**src/rtl/pis_pkg.sv**
```systemverilog
// shared types and constants for the plane inlier scoring core
`timescale 1ns / 1ps
package pis_pkg;
  localparam int FRAC_BITS = 16;
  localparam int MAX_POINTS = 1048576;
  localparam int CNT_W = 21;
  localparam logic [CNT_W-1:0] MAX_CNT = CNT_W'(MAX_POINTS);

  localparam logic [2:0] REG_A = 3'd0;
  localparam logic [2:0] REG_B = 3'd1;
  localparam logic [2:0] REG_C = 3'd2;
  localparam logic [2:0] REG_D = 3'd3;
  localparam logic [2:0] REG_THR = 3'd4;

  // controller to datapath commands
  typedef struct packed {
    logic sq_start;    // compute sum of squares
    logic sqrt_start;  // start isqrt
    logic ndiv_start;  // start normalization divide for coef idx
    logic [1:0] ndiv_sel;
    logic run_clear;   // clear run accumulators
    logic point_load;  // take input point
    logic mac_step;    // advance distance pipeline
    logic fin_start;   // start final divisions
    logic out_load;    // load output register
  } pis_cmd_t;

  typedef struct packed {
    logic sqrt_done;
    logic div_done;
    logic fin_done;    // finish step complete, result ready to load
    logic len_zero;
  } pis_sts_t;
endpackage

```
**src/rtl/pis_ctrl.sv**
```systemverilog
// sequencing controller for run start, point scoring and run finish
`timescale 1ns / 1ps
module pis_ctrl import pis_pkg::*; (
  input  logic     clk,
  input  logic     rst,
  input  logic     in_fire,
  input  logic     in_last,
  input  logic     out_busy,
  input  logic     out_taken,
  input  pis_sts_t sts,
  output pis_cmd_t cmd,
  output logic     in_ready
);
  typedef enum logic [9:0] {
    S_IDLE = 10'b0000000001,
    S_SQ   = 10'b0000000010,
    S_SQRT = 10'b0000000100,
    S_NDIV = 10'b0000001000,
    S_NWT  = 10'b0000010000,
    S_WAIT = 10'b0000100000,
    S_MAC  = 10'b0001000000,
    S_ACC  = 10'b0010000000,
    S_FIN  = 10'b0100000000,
    S_OUT  = 10'b1000000000
  } state_t;

  state_t state, state_next;
  logic   active, active_next;
  logic [1:0] sel, sel_next;

  always_ff @(posedge clk) begin
    if (rst) begin
      state <= S_IDLE; active <= 1'b0; sel <= '0;
    end else begin
      state <= state_next; active <= active_next; sel <= sel_next;
    end
  end

  always_comb begin
    cmd = '0;
    state_next = state;
    active_next = active;
    sel_next = sel;
    in_ready = 1'b0;
    cmd.ndiv_sel = sel;
    case (state)
      S_IDLE: begin
        // the output register holds a waiting result on its own
        in_ready = 1'b1;
        if (in_fire) begin
          cmd.point_load = 1'b1;
          if (!active) begin
            cmd.sq_start = 1'b1;
            state_next = S_SQ;
          end else begin
            state_next = S_MAC;
          end
          if (in_last) active_next = 1'b0;
          else active_next = 1'b1;
        end
      end
      S_SQ: begin
        cmd.sqrt_start = 1'b1;
        state_next = S_SQRT;
      end
      S_SQRT: if (sts.sqrt_done) state_next = S_WAIT;
      S_WAIT: begin
        sel_next = 2'd0;
        cmd.run_clear = 1'b1;
        state_next = sts.len_zero ? S_MAC : S_NDIV;
      end
      S_NDIV: begin
        cmd.ndiv_start = 1'b1;
        state_next = S_NWT;
      end
      S_NWT: if (sts.div_done) begin
        if (sel == 2'd3) state_next = S_MAC;
        else begin
          sel_next = sel + 2'd1;
          state_next = S_NDIV;
        end
      end
      S_MAC: begin
        cmd.mac_step = 1'b1;
        state_next = S_ACC;
      end
      S_ACC: begin
        cmd.fin_start = 1'b1;
        state_next = S_FIN;
      end
      S_FIN: begin
        // fitness then mean, or a direct pass when nothing to divide
        if (sts.fin_done) state_next = S_OUT;
      end
      S_OUT: if (!out_busy || out_taken) begin
        cmd.out_load = 1'b1;
        state_next = S_IDLE;
      end
      default: state_next = S_IDLE;
    endcase
  end
endmodule

```
**config.mk**
```make
export PLATFORM = sky130hd
export DESIGN_NAME = pis_ctrl
export DESIGN_NICKNAME = d
export VERILOG_FILES = /design/src/rtl/pis_pkg.sv /design/src/rtl/pis_ctrl.sv
export SDC_FILE = /design/constraint.sdc
export NUM_CORES = 1
export LEC_CHECK = 0
export BUFFER_PORTS_ARGS = -buffer_cell sky130_fd_sc_hd__buf_2
export CAP_MARGIN = 20
export CORE_MARGIN = 3
export CORE_UTILIZATION = 30
export CTS_CLUSTER_DIAMETER = 200
export CTS_CLUSTER_SIZE = 30
export DETAILED_ROUTE_END_ITERATION = 16
export HOLD_SLACK_MARGIN = 0.15
export PLACE_DENSITY_LB_ADDON = 0.08
export SYNTH_ARGS = -nofsm -noshare
export SYNTH_HDL_FRONTEND = slang
export SYNTH_SLANG_ARGS = --single-unit
```
**constraint.sdc**
```tcl
create_clock -name clk -period 3.2 [get_ports clk]
set_input_delay 0.64 -clock clk [delete_from_list [all_inputs] [get_ports clk]]
set_output_delay 0.64 -clock clk [all_outputs]
set_load 0.01 [all_outputs]
```
==> out/metrics.yaml <==
clock_sinks: 13
dp.cells: 154
postCtsResizedCells: 0
status: "finished clean"
worstMarginPinSlew_ps: 489
fp.dieW_um: 60.0
setup-tns-final_ps: 0
drc: 0
crit_type: "flop to output port"
cts_tree: "built"
grt_use_total_pct: 13.4
setup_viol: 0
clk_pin_slew_ps: 80
finalCritPeriodShare_pct: 76.0
grt_pass1_wl_um: 3600
fin_skew_ps: 1.06
cts_root_buf: "clkbuf_4"
timing.rr.end: "state[0]"
avgSynthCellArea_um2: 7.96
clockBufferDepth: 2
initial_core_util_pct: 33.5
die_area_mm2: 0.00360
synthDistinctLibCells: 38
drv_cap: 0
drive_gt1_share_pct: 23.4
ios: 21
crit_required_ps: 2560
cts_htree_levels: 1
crit_path_max_fanout: 7
drtIter0Drc: 19
setup.worst_path.end_class: "output port"
hold_buffers: 0
synth_flop_cell: "dfxtp_1"
via_count: 862
multiInputGateArea_um2: 564
yosys.area.top_type: "dfxtp_1"
vias_per_cell: 5.46
rsz0062_at_grt: "no"
numPortBuffers: 20
r2r_setup_slack_ps: 1370
ant_nets: 0
peakVddDrop_uv: 259
min_path_cells: 2
regArea_um2: 260
netlist_top_cells_count: "13 x dfxtp_1, 11 x nor2_1, 7 x nand2_1"
syn2layout_area_growth_pct: 15.6
ys_warn_count: 0
wl_per_cell_um: 13.9
crit_slowest_cell: "dfxtp_1"
die_height_um: 60.0
num_rows: 18
fillerInstances: 287
synthCells: 110
synth_enable_flop_cells: 0
drt-pass1-iter-count: 4
synth_top_area_share_pct: 29.7
synth_area_leaders: "dfxtp_1 30%, nor4_4 4.9%, nor2_1 4.7%"
path_cells: "nor4_4 > and2b_4 > nand2_1 > nor4b_1 > buf_2"
numCtsBuffers: 3
seq_area_frac_synth_pct: 29.7
cp.arrival_ps: 1790
nets: 140
p_per_area_mw_per_mm2: 369
fp.coreArea_mm2: 0.00261
ys_seq_elements: 13
p_leak_uw: 0.000404
antenna_found_initial: 0
syn_nets: 121
fin_cells: 158
grt_pass1_vias: 802
timing.final.crit_period_ps: 2430
wl_um: 2190
diodes: 0
crit_start: "state[6]"
drv_slew: 0
synthesis.area_um2: 876
worst_skew_pair.late_latency_ps: 280
hpwl_um: 1730
postSynth.asyncResetShare_pct: 0
worstSetupStartpointType: "flop"
max_freq_ghz: 0.411
reg2reg_depth: 5
hold_end: "sel[0]"
worst_r2r_startpoint: "state[6]"
synth.most_common_cell: "dfxtp_1"
hold_path.class: "flop to flop"
relSlewSlack_pct: 67.1
critical-path-max-stage-delay_ps: 400
post_cts_buffers: 0
grt_max_degree: 13
hp-start: "sel[0]"
place_congestion: 0.755
finalHoldViolations: 0
overflow: 0
==> area by class of cell <==
type / count / area share [%]
Clock buffer: 3 / 2.22
Clock inverter: 1 / 0.494
Inverter: 6 / 2.22
Multi-Input combinational cell: 85 / 55.7
Sequential cell: 13 / 25.7
Tap cell: 30 / 3.71
Timing Repair Buffer: 20 / 9.89
==> power by group <==
| group | total [µW] | switching, µW | internal (µW) |
|---|---|---|---|
| registers | 179 | 11.8 | 167 |
| logic | 93.6 | 51.4 | 42.2 |
| clock network | 101 | 54.6 | 46.4 |
==> layout by cell type, fill, tap and decap left out, types with 2 or more instances in the layout <==
cell      netlist  final
nand2b_1        4      4
nor4_4          2      2
o21ai_0         3      3
nand4_1         3      3
nor4_1          6      6
a21oi_1         5      5
nand3_1         6      6
nor4bb_1        3      3
o21a_1          2      2
nor2_1         11     11
clkbuf_4        0      3
nand2_1         7      7
inv_1           6      6
buf_2           5     20
nor2b_1         3      3
nand3b_1        2      2
nor3b_1         2      2
nor3_1          5      5
dfxtp_1        13     13
o211ai_1        2      2
nor4b_1         2      2
==> worst max-delay path by stage <==
stage | slack [ps] | cells after the start | end
floorplan | 1130 | 4 | cmd[0]
global route | 560 | 5 | cmd[8]
global placement | 1050 | 5 | cmd[8]
detailed placement | 1060 | 5 | cmd[1]
finish | 770 | 5 | cmd[8]
CTS | 730 | 5 | cmd[8]
==> worst max-delay path: cells and delay by family, from the launching register on <==
kind	cells	cell delay (ps)
buffers and inverters	1	180
AND/OR/NAND/NOR	4	930
flip-flops	1	400
==> routing by layer <==
metal  track usage (%)  vias to the layer above  wire length [µm]
met5                 0                        -                 0
met1              18.2                      394              1060
li1                  -                      444                 -
met2              20.5                       22               994
met3              3.89                        2               124
met4              3.80                        0                 8
==> state kept, by name (all words and copies together) (netlist names) <==
signal	count
state	10
sel	2
active	1
==> logic make-up after synthesis <==
kind of cell	Yosys count	synth area share, %
AOI/OAI and AO/OA	20	14.9
buffers and inverters	12	5.86
xor gates and xnor gates	1	1.00
DFF	13	29.7
and+or+nand+nor	63	47.1
adders and majority gates	1	1.43
==> per-stage QoR <==
step                utilization [%]  hold slack, ps  worst slack [ps]  total power [µW]  cell area (µm²)
finish                         38.7             517               768               374             1010
global route                   38.7             570               561               402             1010
CTS                            38.7             521               734               380             1010
detailed placement             37.7             507              1060               277              985
global placement               37.7             469              1050               278              985
floorplan                         -             450              1130               249              876
Note: power is estimated with default switching activity, not from simulation.
